[src/rtl/ut2cal_pkg.sv]
// Shared types, constants and the month-length table for the Unix time to calendar converter.
`default_nettype none
package ut2cal_pkg;

  // reciprocals: x/15 is (x*M)>>35, x/3 is (x*M)>>33, x/7 is (x*M)>>20 for x below 2^17
  localparam logic [31:0] MAGIC_DIV15 = 32'h8888_8889;
  localparam logic [31:0] MAGIC_DIV3  = 32'hAAAA_AAAB;
  localparam logic [31:0] MAGIC_DIV7  = 32'd149797;

  localparam logic [15:0] ANCHOR_DAYS_2000 = 16'd10957;
  localparam logic [15:0] ANCHOR_DAYS_2019 = 16'd17897;

  localparam logic [11:0] YEAR_1970 = 12'd1970;
  localparam logic [11:0] YEAR_2000 = 12'd2000;
  localparam logic [11:0] YEAR_2019 = 12'd2019;

  localparam logic [8:0] DAYS_PER_YEAR = 9'd365;
  localparam logic [8:0] DAYS_PER_LEAP = 9'd366;

  localparam logic [3:0] MONTH_FEB  = 4'd1;
  localparam logic [3:0] MONTH_LAST = 4'd11;

  typedef enum logic [1:0] {
    SPLIT_SEC,
    SPLIT_MIN,
    SPLIT_HOUR,
    SPLIT_WDAY
  } div_sel_t;

  typedef enum logic [3:0] {
    S_IDLE,
    S_MUL_SEC,
    S_SPLIT_SEC,
    S_MUL_MIN,
    S_SPLIT_MIN,
    S_MUL_HOUR,
    S_SPLIT_HOUR,
    S_MUL_WDAY,
    S_SPLIT_WDAY,
    S_ANCHOR,
    S_YEAR,
    S_MONTH
  } state_t;

  typedef struct packed {
    logic     load;
    logic     mul;
    logic     split;
    div_sel_t sel;
    logic     anchor;
    logic     year_step;
    logic     month_step;
    logic     capture;
  } dp_cmd_t;

  typedef struct packed {
    logic year_done;
    logic month_done;
  } dp_status_t;

  function automatic logic [4:0] month_len(input logic [3:0] idx);
    logic [4:0] len;
    case (idx)
      4'd1:    len = 5'd28;
      4'd3:    len = 5'd30;
      4'd5:    len = 5'd30;
      4'd8:    len = 5'd30;
      4'd10:   len = 5'd30;
      default: len = 5'd31;
    endcase
    return len;
  endfunction

endpackage
`default_nettype wire

[src/rtl/ut2cal_dp.sv]
// Datapath: shared reciprocal multiplier for the time splits and weekday, year and month stepping.
`default_nettype none
module ut2cal_dp (
  input  wire logic                   clk,
  input  wire ut2cal_pkg::dp_cmd_t    cmd,
  output ut2cal_pkg::dp_status_t      status,
  input  wire logic [31:0]            unix_seconds,
  output logic [5:0]                  sec_of_minute,
  output logic [5:0]                  min_of_hour,
  output logic [4:0]                  hour_of_day,
  output logic [2:0]                  day_of_week,
  output logic [4:0]                  day_of_month,
  output logic [3:0]                  month_of_year,
  output logic [11:0]                 calendar_year
);
  import ut2cal_pkg::*;

  logic [31:0] acc;
  logic [31:0] quo;
  logic [5:0]  secs;
  logic [5:0]  mins;
  logic [4:0]  hour;
  logic [2:0]  wday;
  logic [15:0] dcnt;
  logic [11:0] year;
  logic [1:0]  m4;
  logic [6:0]  m100;
  logic [8:0]  m400;
  logic [3:0]  mon_idx;

  logic [31:0] acc_p3;
  logic [31:0] mul_a;
  logic [31:0] magic;
  logic [63:0] prod;
  logic [31:0] quo_next;
  logic [31:0] part;
  logic [31:0] rem_full;
  logic        leap;
  logic [8:0]  ylen;
  logic [4:0]  mlen;

  assign acc_p3 = acc + 32'd3;

  // x/60 = (x>>2)/15, x/24 = (x>>3)/3
  always_comb begin
    case (cmd.sel)
      SPLIT_SEC, SPLIT_MIN: begin
        mul_a = {2'd0, acc[31:2]};
        magic = MAGIC_DIV15;
      end
      SPLIT_HOUR: begin
        mul_a = {3'd0, acc[31:3]};
        magic = MAGIC_DIV3;
      end
      default: begin
        mul_a = acc_p3;
        magic = MAGIC_DIV7;
      end
    endcase
  end

  assign prod = 64'(mul_a) * 64'(magic);

  always_comb begin
    case (cmd.sel)
      SPLIT_SEC, SPLIT_MIN: quo_next = {3'd0, prod[63:35]};
      SPLIT_HOUR:           quo_next = {1'd0, prod[63:33]};
      default:              quo_next = prod[51:20];
    endcase
  end

  // remainder from the registered quotient: times 60, 24 or 7 by shifts
  always_comb begin
    case (cmd.sel)
      SPLIT_SEC, SPLIT_MIN: begin
        part     = {quo[25:0], 6'd0} - {quo[29:0], 2'd0};
        rem_full = acc - part;
      end
      SPLIT_HOUR: begin
        part     = {quo[27:0], 4'd0} + {quo[28:0], 3'd0};
        rem_full = acc - part;
      end
      default: begin
        part     = {quo[28:0], 3'd0} - quo;
        rem_full = acc_p3 - part;
      end
    endcase
  end

  assign leap = ((m4 == 2'd0) && (m100 != 7'd0)) || (m400 == 9'd0);
  assign ylen = leap ? DAYS_PER_LEAP : DAYS_PER_YEAR;
  assign mlen = month_len(mon_idx) + {4'd0, (leap && (mon_idx == MONTH_FEB))};

  assign status.year_done  = dcnt < {7'd0, ylen};
  assign status.month_done = (dcnt < {11'd0, mlen}) || (mon_idx == MONTH_LAST);

  always_ff @(posedge clk) begin
    if (cmd.load) begin
      acc <= unix_seconds;
    end
    if (cmd.mul) begin
      quo <= quo_next;
    end
    if (cmd.split) begin
      case (cmd.sel)
        SPLIT_SEC: begin
          secs <= rem_full[5:0];
          acc  <= quo;
        end
        SPLIT_MIN: begin
          mins <= rem_full[5:0];
          acc  <= quo;
        end
        SPLIT_HOUR: begin
          hour <= rem_full[4:0];
          acc  <= quo;
          dcnt <= quo[15:0];
        end
        default: begin
          wday <= rem_full[2:0];
        end
      endcase
    end
    if (cmd.anchor) begin
      mon_idx <= 4'd0;
      if (dcnt >= ANCHOR_DAYS_2019) begin
        year <= YEAR_2019;
        dcnt <= dcnt - ANCHOR_DAYS_2019;
        m4   <= 2'd3;
        m100 <= 7'd19;
        m400 <= 9'd19;
      end else if (dcnt >= ANCHOR_DAYS_2000) begin
        year <= YEAR_2000;
        dcnt <= dcnt - ANCHOR_DAYS_2000;
        m4   <= 2'd0;
        m100 <= 7'd0;
        m400 <= 9'd0;
      end else begin
        year <= YEAR_1970;
        m4   <= 2'd2;
        m100 <= 7'd70;
        m400 <= 9'd370;
      end
    end
    if (cmd.year_step) begin
      dcnt <= dcnt - {7'd0, ylen};
      year <= year + 12'd1;
      m4   <= m4 + 2'd1;
      m100 <= (m100 == 7'd99) ? 7'd0 : m100 + 7'd1;
      m400 <= (m400 == 9'd399) ? 9'd0 : m400 + 9'd1;
    end
    if (cmd.month_step) begin
      dcnt    <= dcnt - {11'd0, mlen};
      mon_idx <= mon_idx + 4'd1;
    end
    if (cmd.capture) begin
      sec_of_minute <= secs;
      min_of_hour   <= mins;
      hour_of_day   <= hour;
      day_of_week   <= wday;
      day_of_month  <= dcnt[4:0] + 5'd1;
      month_of_year <= mon_idx + 4'd1;
      calendar_year <= year;
    end
  end

endmodule
`default_nettype wire

[src/rtl/ut2cal_ctrl.sv]
// Controller: sequences the multiply and split steps, year and month steps and owns both handshakes.
`default_nettype none
module ut2cal_ctrl (
  input  wire logic                   clk,
  input  wire logic                   rst,
  input  wire logic                   in_valid,
  output logic                        in_stall,
  output logic                        out_valid,
  input  wire logic                   out_stall,
  output ut2cal_pkg::dp_cmd_t         cmd,
  input  wire ut2cal_pkg::dp_status_t status
);
  import ut2cal_pkg::*;

  state_t state, state_next;

  assign in_stall = (state != S_IDLE);

  always_ff @(posedge clk) begin
    if (rst) begin
      state     <= S_IDLE;
      out_valid <= 1'b0;
    end else begin
      state <= state_next;
      if (cmd.capture) begin
        out_valid <= 1'b1;
      end else if (!out_stall) begin
        out_valid <= 1'b0;
      end
    end
  end

  always_comb begin
    state_next = state;
    cmd        = '0;
    cmd.sel    = SPLIT_SEC;
    case (state)
      S_IDLE: begin
        if (in_valid) begin
          cmd.load   = 1'b1;
          state_next = S_MUL_SEC;
        end
      end
      S_MUL_SEC: begin
        cmd.mul    = 1'b1;
        cmd.sel    = SPLIT_SEC;
        state_next = S_SPLIT_SEC;
      end
      S_SPLIT_SEC: begin
        cmd.split  = 1'b1;
        cmd.sel    = SPLIT_SEC;
        state_next = S_MUL_MIN;
      end
      S_MUL_MIN: begin
        cmd.mul    = 1'b1;
        cmd.sel    = SPLIT_MIN;
        state_next = S_SPLIT_MIN;
      end
      S_SPLIT_MIN: begin
        cmd.split  = 1'b1;
        cmd.sel    = SPLIT_MIN;
        state_next = S_MUL_HOUR;
      end
      S_MUL_HOUR: begin
        cmd.mul    = 1'b1;
        cmd.sel    = SPLIT_HOUR;
        state_next = S_SPLIT_HOUR;
      end
      S_SPLIT_HOUR: begin
        cmd.split  = 1'b1;
        cmd.sel    = SPLIT_HOUR;
        state_next = S_MUL_WDAY;
      end
      S_MUL_WDAY: begin
        cmd.mul    = 1'b1;
        cmd.sel    = SPLIT_WDAY;
        state_next = S_SPLIT_WDAY;
      end
      S_SPLIT_WDAY: begin
        cmd.split  = 1'b1;
        cmd.sel    = SPLIT_WDAY;
        state_next = S_ANCHOR;
      end
      S_ANCHOR: begin
        cmd.anchor = 1'b1;
        state_next = S_YEAR;
      end
      S_YEAR: begin
        if (status.year_done) begin
          state_next = S_MONTH;
        end else begin
          cmd.year_step = 1'b1;
        end
      end
      S_MONTH: begin
        if (status.month_done) begin
          if (!out_valid || !out_stall) begin
            cmd.capture = 1'b1;
            state_next  = S_IDLE;
          end
        end else begin
          cmd.month_step = 1'b1;
        end
      end
      default: begin
        state_next = S_IDLE;
      end
    endcase
  end

`ifndef SYNTH
  // a finished result never overwrites one still waiting
  a_no_overwrite: assert property (@(posedge clk) disable iff (rst)
    cmd.capture |-> !(out_valid && out_stall))
    else $error("result captured over a pending transaction");

  a_accept_starts: assert property (@(posedge clk) disable iff (rst)
    (in_valid && !in_stall) |=> (state == S_MUL_SEC))
    else $error("accepted transaction did not start the seconds split");

  a_reset_idle: assert property (@(posedge clk)
    rst |=> (state == S_IDLE) && !out_valid)
    else $error("reset did not return to idle");

  a_one_step: assert property (@(posedge clk) disable iff (rst)
    $countones({cmd.load, cmd.mul, cmd.split, cmd.anchor,
                cmd.year_step, cmd.month_step, cmd.capture}) <= 1)
    else $error("more than one datapath command in a cycle");
`endif

endmodule
`default_nettype wire

[src/rtl/unix_time_to_calendar.sv]
// Top level: Unix seconds to UTC calendar date and time.
// From input acceptance to out_valid the controller runs four multiply-and-split pairs
// (seconds, minutes, hours, weekday), the anchor, then the one-year and one-month-per-cycle
// loops, and registers the result; Y (0..87) is the number of years stepped from the 2019,
// 2000 or 1970 anchor and M (0..11) the months stepped. A new transaction is taken only
// while the controller is idle; the next is accepted the cycle after a result registers.
// Reset (rst, synchronous) returns the controller to idle and drops out_valid.
`default_nettype none
module unix_time_to_calendar (
  input  wire logic        clk,
  input  wire logic        rst,
  input  wire logic        in_valid,
  output logic             in_stall,
  input  wire logic [31:0] unix_seconds,
  output logic             out_valid,
  input  wire logic        out_stall,
  output logic [5:0]       sec_of_minute,
  output logic [5:0]       min_of_hour,
  output logic [4:0]       hour_of_day,
  output logic [2:0]       day_of_week,
  output logic [4:0]       day_of_month,
  output logic [3:0]       month_of_year,
  output logic [11:0]      calendar_year
);
  import ut2cal_pkg::*;

  dp_cmd_t    cmd;
  dp_status_t status;

  ut2cal_ctrl u_ctrl (
    .clk       (clk),
    .rst       (rst),
    .in_valid  (in_valid),
    .in_stall  (in_stall),
    .out_valid (out_valid),
    .out_stall (out_stall),
    .cmd       (cmd),
    .status    (status)
  );

  ut2cal_dp u_dp (
    .clk           (clk),
    .cmd           (cmd),
    .status        (status),
    .unix_seconds  (unix_seconds),
    .sec_of_minute (sec_of_minute),
    .min_of_hour   (min_of_hour),
    .hour_of_day   (hour_of_day),
    .day_of_week   (day_of_week),
    .day_of_month  (day_of_month),
    .month_of_year (month_of_year),
    .calendar_year (calendar_year)
  );

endmodule
`default_nettype wire
[config.mk]
export PLATFORM = sky130hd
export DESIGN_NAME = unix_time_to_calendar
export DESIGN_NICKNAME = d
export VERILOG_FILES = /design/src/rtl/ut2cal_pkg.sv /design/src/rtl/ut2cal_dp.sv /design/src/rtl/ut2cal_ctrl.sv /design/src/rtl/unix_time_to_calendar.sv
export SDC_FILE = /design/constraint.sdc
export NUM_CORES = 2
export LEC_CHECK = 0
export ABC_AREA = 1
export BUFFER_PORTS_ARGS = -buffer_cell sky130_fd_sc_hd__buf_4
export CORE_ASPECT_RATIO = 0.75
export CORE_MARGIN = 2
export CORE_UTILIZATION = 60
export CTS_BUF_LIST = sky130_fd_sc_hd__clkbuf_16
export DETAILED_ROUTE_END_ITERATION = 8
export PLACE_DENSITY = 0.84
export SKIP_CTS_REPAIR_TIMING = 1
export SLEW_MARGIN = 40
export SYNTH_ARGS = -nofsm -noshare
export SYNTH_HDL_FRONTEND = slang
export SYNTH_SLANG_ARGS = --single-unit
[constraint.sdc]
create_clock -name clk -period 9.65 [get_ports clk]
set_input_delay 0.4825 -clock clk [delete_from_list [all_inputs] [get_ports clk]]
set_output_delay 0.4825 -clock clk [all_outputs]
set_load 0.005 [all_outputs]
**Word-level counts from Yosys, hierarchy flattened**

Cells that the tools add are included.

- Register bits: 180
- Bits in latches: 0
- Bits in writable memories: 0
- Bits in read-only memories: 0
- Input port bits: 36
- Output and inout port bits: 43
- Logic and storage cells: 154
- Memories: 0

- Add/sub/neg operators: 18
- $mul: 1
- Divide/modulo/power cells: 0
- $lt $le $gt $ge: 4
- Equality and inequality tests: 26
- Shifts and indexed selects: 0
- Multiplexer cells: 55
- Bitwise operators: 1
- Reductions and logical operators: 28

Operators with widths:

| operator | count |
|---|---|
| $pmux W32 S2 | 3 |
| $mux W16 | 7 |
| $mux W32 | 3 |
| $mul A32 B32 Y64 | 1 |
| $pmux W4 S12 | 1 |
| $mux W9 | 5 |
| $mux W7 | 6 |
| $mux W12 | 3 |
| $add A32 B2 Y32 const B | 1 |
| $eq A4 B4 Y1 const B | 7 |
| $mux W4 | 6 |
| $sub A6 B6 Y6 | 4 |
| $eq A4 B3 Y1 const B | 5 |
| $ge A16 B14 Y1 const B | 1 |
| $ge A16 B15 Y1 const B | 1 |
| $lt A16 B5 Y1 | 1 |
| $lt A16 B9 Y1 | 1 |
| $sub A16 B14 Y16 const B | 1 |
| $sub A16 B15 Y16 const B | 1 |
| $sub A16 B5 Y16 | 1 |
| $sub A16 B9 Y16 | 1 |
| $add A12 B1 Y12 const B | 1 |
| $eq A4 B2 Y1 const B | 3 |
| $mux W1 | 12 |
| other kinds (34) | 57 |

**Depth between registers and ports, before layout**

- Depth after elaboration: 11
- Gate-level depth with buffers: 48
- Mapped depth without buffers: 48

**Modules after synthesis**

A second synthesis with hierarchy kept.

- Cells, all modules: 4,359
- Area total of the unflattened synthesis: 35,002.3 um^2

Modules (own cells, without submodules):

| module | instances | cells an instance | area an instance (um^2) | sequential area each (um^2) |
|---|---|---|---|---|
| ut2cal_dp | 1 | 4,290 | 34,606.9 | 4,774.6 |
| ut2cal_ctrl | 1 | 69 | 395.4 | 100.1 |

**Worst setup path after synthesis**

No wires, ideal clock.

- Path kind: register -> register
- From: register u_ctrl.state[0]
- To: register u_dp.quo[11] (data pin)
- Setup time: 0.259 ns
- Arrival: 7.335 ns
- Data required time: 9.391 ns
- Slack: 2.056 ns
- Cell stages (with the launch flop): 39
- Path buffers: 2
- Clock period less this slack: 7.594 ns
- Cell sequence: dfxtp_1 -> nand2_2 -> inv_2 -> nor2_4 -> nand2_2 -> buf_6 -> clkbuf_1 -> nor2_1 -> a21oi_1 -> a21oi_1 -> ha_1 -> inv_1 -> fa_1 -> inv_1 -> fa_1 -> inv_1 -> fa_1 -> inv_1 -> (+3 left out) -> inv_1 -> fa_1 -> inv_1 -> fa_1 -> inv_1 -> ha_1 -> a21oi_1 -> inv_1 -> a21oi_1 -> inv_1 -> a21oi_1 -> a21boi_0 -> nand2_2 -> nand2_1 -> nand2_2 -> or2_1 -> nand3_1 -> nand3_1

- Longest elaborated chain between the ends: 8
- Elaborated cells on any way between the ends: 18
- Classes of those cells: 1 x mul; 8 x eq/ne; 4 x mux; 5 x reduce/logical

Ends and longest elaborated chain:

| element | line | text |
|---|---|---|
| start: declaration | ut2cal_ctrl.sv:15 | `state_t state, state_next;` |
| start signal: assignment | ut2cal_ctrl.sv:24 | `state <= state_next;` |
| $eq A4 B3 Y1 (tied with other cells) | ut2cal_ctrl.sv:37 | `case (state)` |
| $reduce_or A2 Y1 (no source line) | -- |  |
| $pmux W2 S3 (*) | ut2cal_ctrl.sv:37 |  |
| $eq A2 B1 Y1 or $logic_not A2 Y1 (tied branches) | ut2cal_dp.sv:46, ut2cal_dp.sv:65 |  |
| $reduce_or A2 Y1 | ut2cal_dp.sv:46, ut2cal_dp.sv:65 |  |
| $pmux W32 S2 | ut2cal_dp.sv:46 | `case (cmd.sel)` |
| $mul A32 B32 Y64 | ut2cal_dp.sv:62 | `assign prod = 64'(mul_a) * 64'(magic);` |
| $pmux W32 S2 (*) | ut2cal_dp.sv:65 | `case (cmd.sel)` |
| named net u_dp.quo_next[11] | ut2cal_dp.sv:35 | `logic [31:0] quo_next;` |
| end signal: assignment | ut2cal_dp.sv:102 | `quo <= quo_next;` |
| end: declaration | ut2cal_dp.sv:19 | `logic [31:0] quo;` |

The timed path passes the listed nets; every way through them passes the cells marked *.
A chain may end at the register's enable or synchronous reset.

**Worst setup path in the final report**

- From: register u_dp.acc[0]
- To: register u_dp.quo[28] (data pin)

- Longest elaborated chain between the ends: 4

Ends and longest elaborated chain:

| element | line | text |
|---|---|---|
| start: declaration | ut2cal_dp.sv:18 | `logic [31:0] acc;` |
| start signal: assignment | ut2cal_dp.sv:99 | `acc <= unix_seconds;` |
| start signal: assignment | ut2cal_dp.sv:108 | `acc <= quo;` |
| start signal: assignment | ut2cal_dp.sv:112 | `acc <= quo;` |
| $add A32 B2 Y32 | ut2cal_dp.sv:42 | `assign acc_p3 = acc + 32'd3;` |
| $pmux W32 S2 | ut2cal_dp.sv:46 |  |
| $mul A32 B32 Y64 | ut2cal_dp.sv:62 |  |
| $pmux W32 S2 | ut2cal_dp.sv:65 |  |
| named net u_dp.quo_next[28] | ut2cal_dp.sv:35 |  |

The timed path passes the listed nets, and every way through them passes these cells.

==> reports/qor.txt <==
outcome: finished clean
core area: 0.0571 mm2
Diodes inserted: 0
Netlist Area Pre-Place: 0.0345 mm2
WP data required: 9.89 ns
startpoint types: flip-flop
Reg clk slew, reported paths: 0.08 ns
vias in the first global route: 28700
Critical Path AT: 9.57 ns
Async SR Flop Fraction: 0%
Slew headroom: 38.0%
synth cell count leaders: 1188 x inv_1, 505 x ha_1, 501 x nand2_1
Seq/Total Area, Yosys: 14.1%
critical path capture point type: flip-flop
DRC: 0
total track usage: 41.3%
CTS Buffer Depth: 2
area delta synth->final: 7.08%
Mapped Avg Cell Area: 8.24 um2
CTS tree: built
skew final: 0.0153 ns
number of H-tree levels: 4
cell mode on critical path: inv_1
RD Place Congestion: 1.07
Vias: 29200
Vias/cell: 5.76
global-route wire length before repair: 179000 um
initial DRC count: 3680
io pins: 79
maxcap violations: 0
Synth Flop Type: edfxtp_1
Hold Violations, Final: 0
setup TNS: 0 ns
cell count after synthesis: 4182
YS warnings: 0
CTS buffer count: 17
Final Setup Violations: 0
Slew Viols, Final: 0
CP max-delay cell: fa_1
Die Footprint: 0.0594 mm2
Worst-Margin Slew: 0.927 ns
largest net degree at the start of global routing: 65
CP delay by family, top: adder cells
EDFF count, synth: 127
die height: 212 um
Slowest Stage Delay on Critical Path: 0.52 ns
synthesis-stage register bit count: 180
Initial Utilization: 60.4%
area leader, netlist: fa_1
Nets: 5343
root buffer cell: clkbuf_16
share of layout cells above drive strength 1: 5.45%
initial antenna violation count: 1
grt ovf: 0
Die Width: 281 um
hpwl dp: 104000 um
row cnt: 76
CP Class: flip-flop to flip-flop
RSZ-0062 raised after global routing: false
ANT nets after route: 0
drt total wl: 119000 um
Routed WL per cell: 23.4 um
fin crit share: 96.7%
final worst path period need: 9.33 ns
clk_lat worst skew: 0.48 ns
Post-Route Utilization: 64.7%
I/O Buffers: 78
worst path bufs/invs: 13
Netlist cell types: 60
f_max: 107 MHz
Synth area leaders: fa_1 28%, ha_1 18%, inv_1 13%, edfxtp_1 11%, nand2_1 5.5%
top-count cell post-synth: inv_1
Yosys top cell area share: 28.3%
worst-path fanout max: 7
Clock Sinks: 180
TritonRoute pass-1 iters: 6
HP Class: input port to flip-flop
[stage by stage]
stage          std cells  worst slack, ns  hold WS (ns)  area [um2]
2_1_floorplan       4245             2.06         0.400       34700
3_3_place_gp        5035            0.382         0.401       36300
3_5_place_dp        5035            0.490         0.405       36300
4_1_cts             5067            0.358         0.191       36900
5_1_grt             5069           0.0225         0.189       36900
6_report            5069            0.318         0.197       36900
[kinds of logic (layout without fill, tap and decap cells)]
group | count (synthesis) | in the layout | synth area share (%)
AOI/OAI and AO/OA | 507 | 507 | 8.52
buffers and inverters | 1284 | 1367 | 14.1
DFF | 180 | 180 | 14.1
and+or+nand+nor | 1123 | 1123 | 14.1
other | 2 | 65 | 0.0218
xor gates and xnor gates | 94 | 94 | 2.39
adders and majority gates | 992 | 992 | 46.6
[cell usage in the layout (no fill, tap or decap), drive strengths merged, types with 4 or more instances in the layout]
cell	count
o31ai	5
nor3	44
fa	487
buf	131
conb	65
nand4	27
ha	505
a31oi	25
or2	13
o21bai	11
nand3	160
nor2	311
a21o	4
a21boi	7
clkinv	10
o21a	17
inv	1208
a21oi	200
xnor2	15
edfxtp	127
o221ai	7
and3	6
o21ai	159
nand2	518
o211ai	50
xor2	79
a211oi	7
nor4	16
nand3b	23
o22ai	4
clkbuf	17
dfxtp	53
nor3b	5
[layout make-up]
class / count / area [um2]
flip-flops and latches: 180 / 4870
clock inverters: 15 / 160
fillers: 4978 / 20200
multi-input cells: 2781 / 25000
repair buffers: 131 / 996
well taps: 741 / 927
inverters: 1204 / 4520
clock buffers: 17 / 425
[registers in the layout, summed over array words and instances (netlist names), 5 cells and up]
name and cells:
u_dp.sec_of_minute 6, u_dp.mins 6, u_dp.secs 6, u_dp.day_of_month 5
u_dp.hour 5, u_dp.min_of_hour 6, u_dp.acc 32, u_dp.hour_of_day 5
u_dp.m400 9, u_dp.dcnt 16, u_dp.calendar_year 12, u_dp.m100 7
u_dp.year 12, u_dp.quo 32
[layer usage]
layer  vias up  share of wire (%)  track usage [%]
met5         -             0.0084                0
met4         2                3.6             12.3
met3       248                 15             17.1
met2      1815                 40             57.3
met1     14000                 41             58.7
li1      13200                  -                -
[worst paths after layout]
path | startpoint | end | slack (ns) | cells after the start
worst max-delay path | u_dp.acc[0]$_DFF_P_ | u_dp.quo[28]$_DFFE_PP_ | 0.32 | 41
worst min register to register | u_dp.wday[0]$_DFFE_PP_ | u_dp.day_of_week[0]$_DFFE_PP_ | 0.42 | 0
worst max register to register | u_dp.acc[0]$_DFF_P_ | u_dp.quo[28]$_DFFE_PP_ | 0.32 | 41
worst min-delay path | rst | u_ctrl.out_valid$_SDFFE_PP0P_ | 0.20 | 2
Power is not shown: default switching activity piles up to over one toggle a cycle in this logic, so the estimate is an artifact.
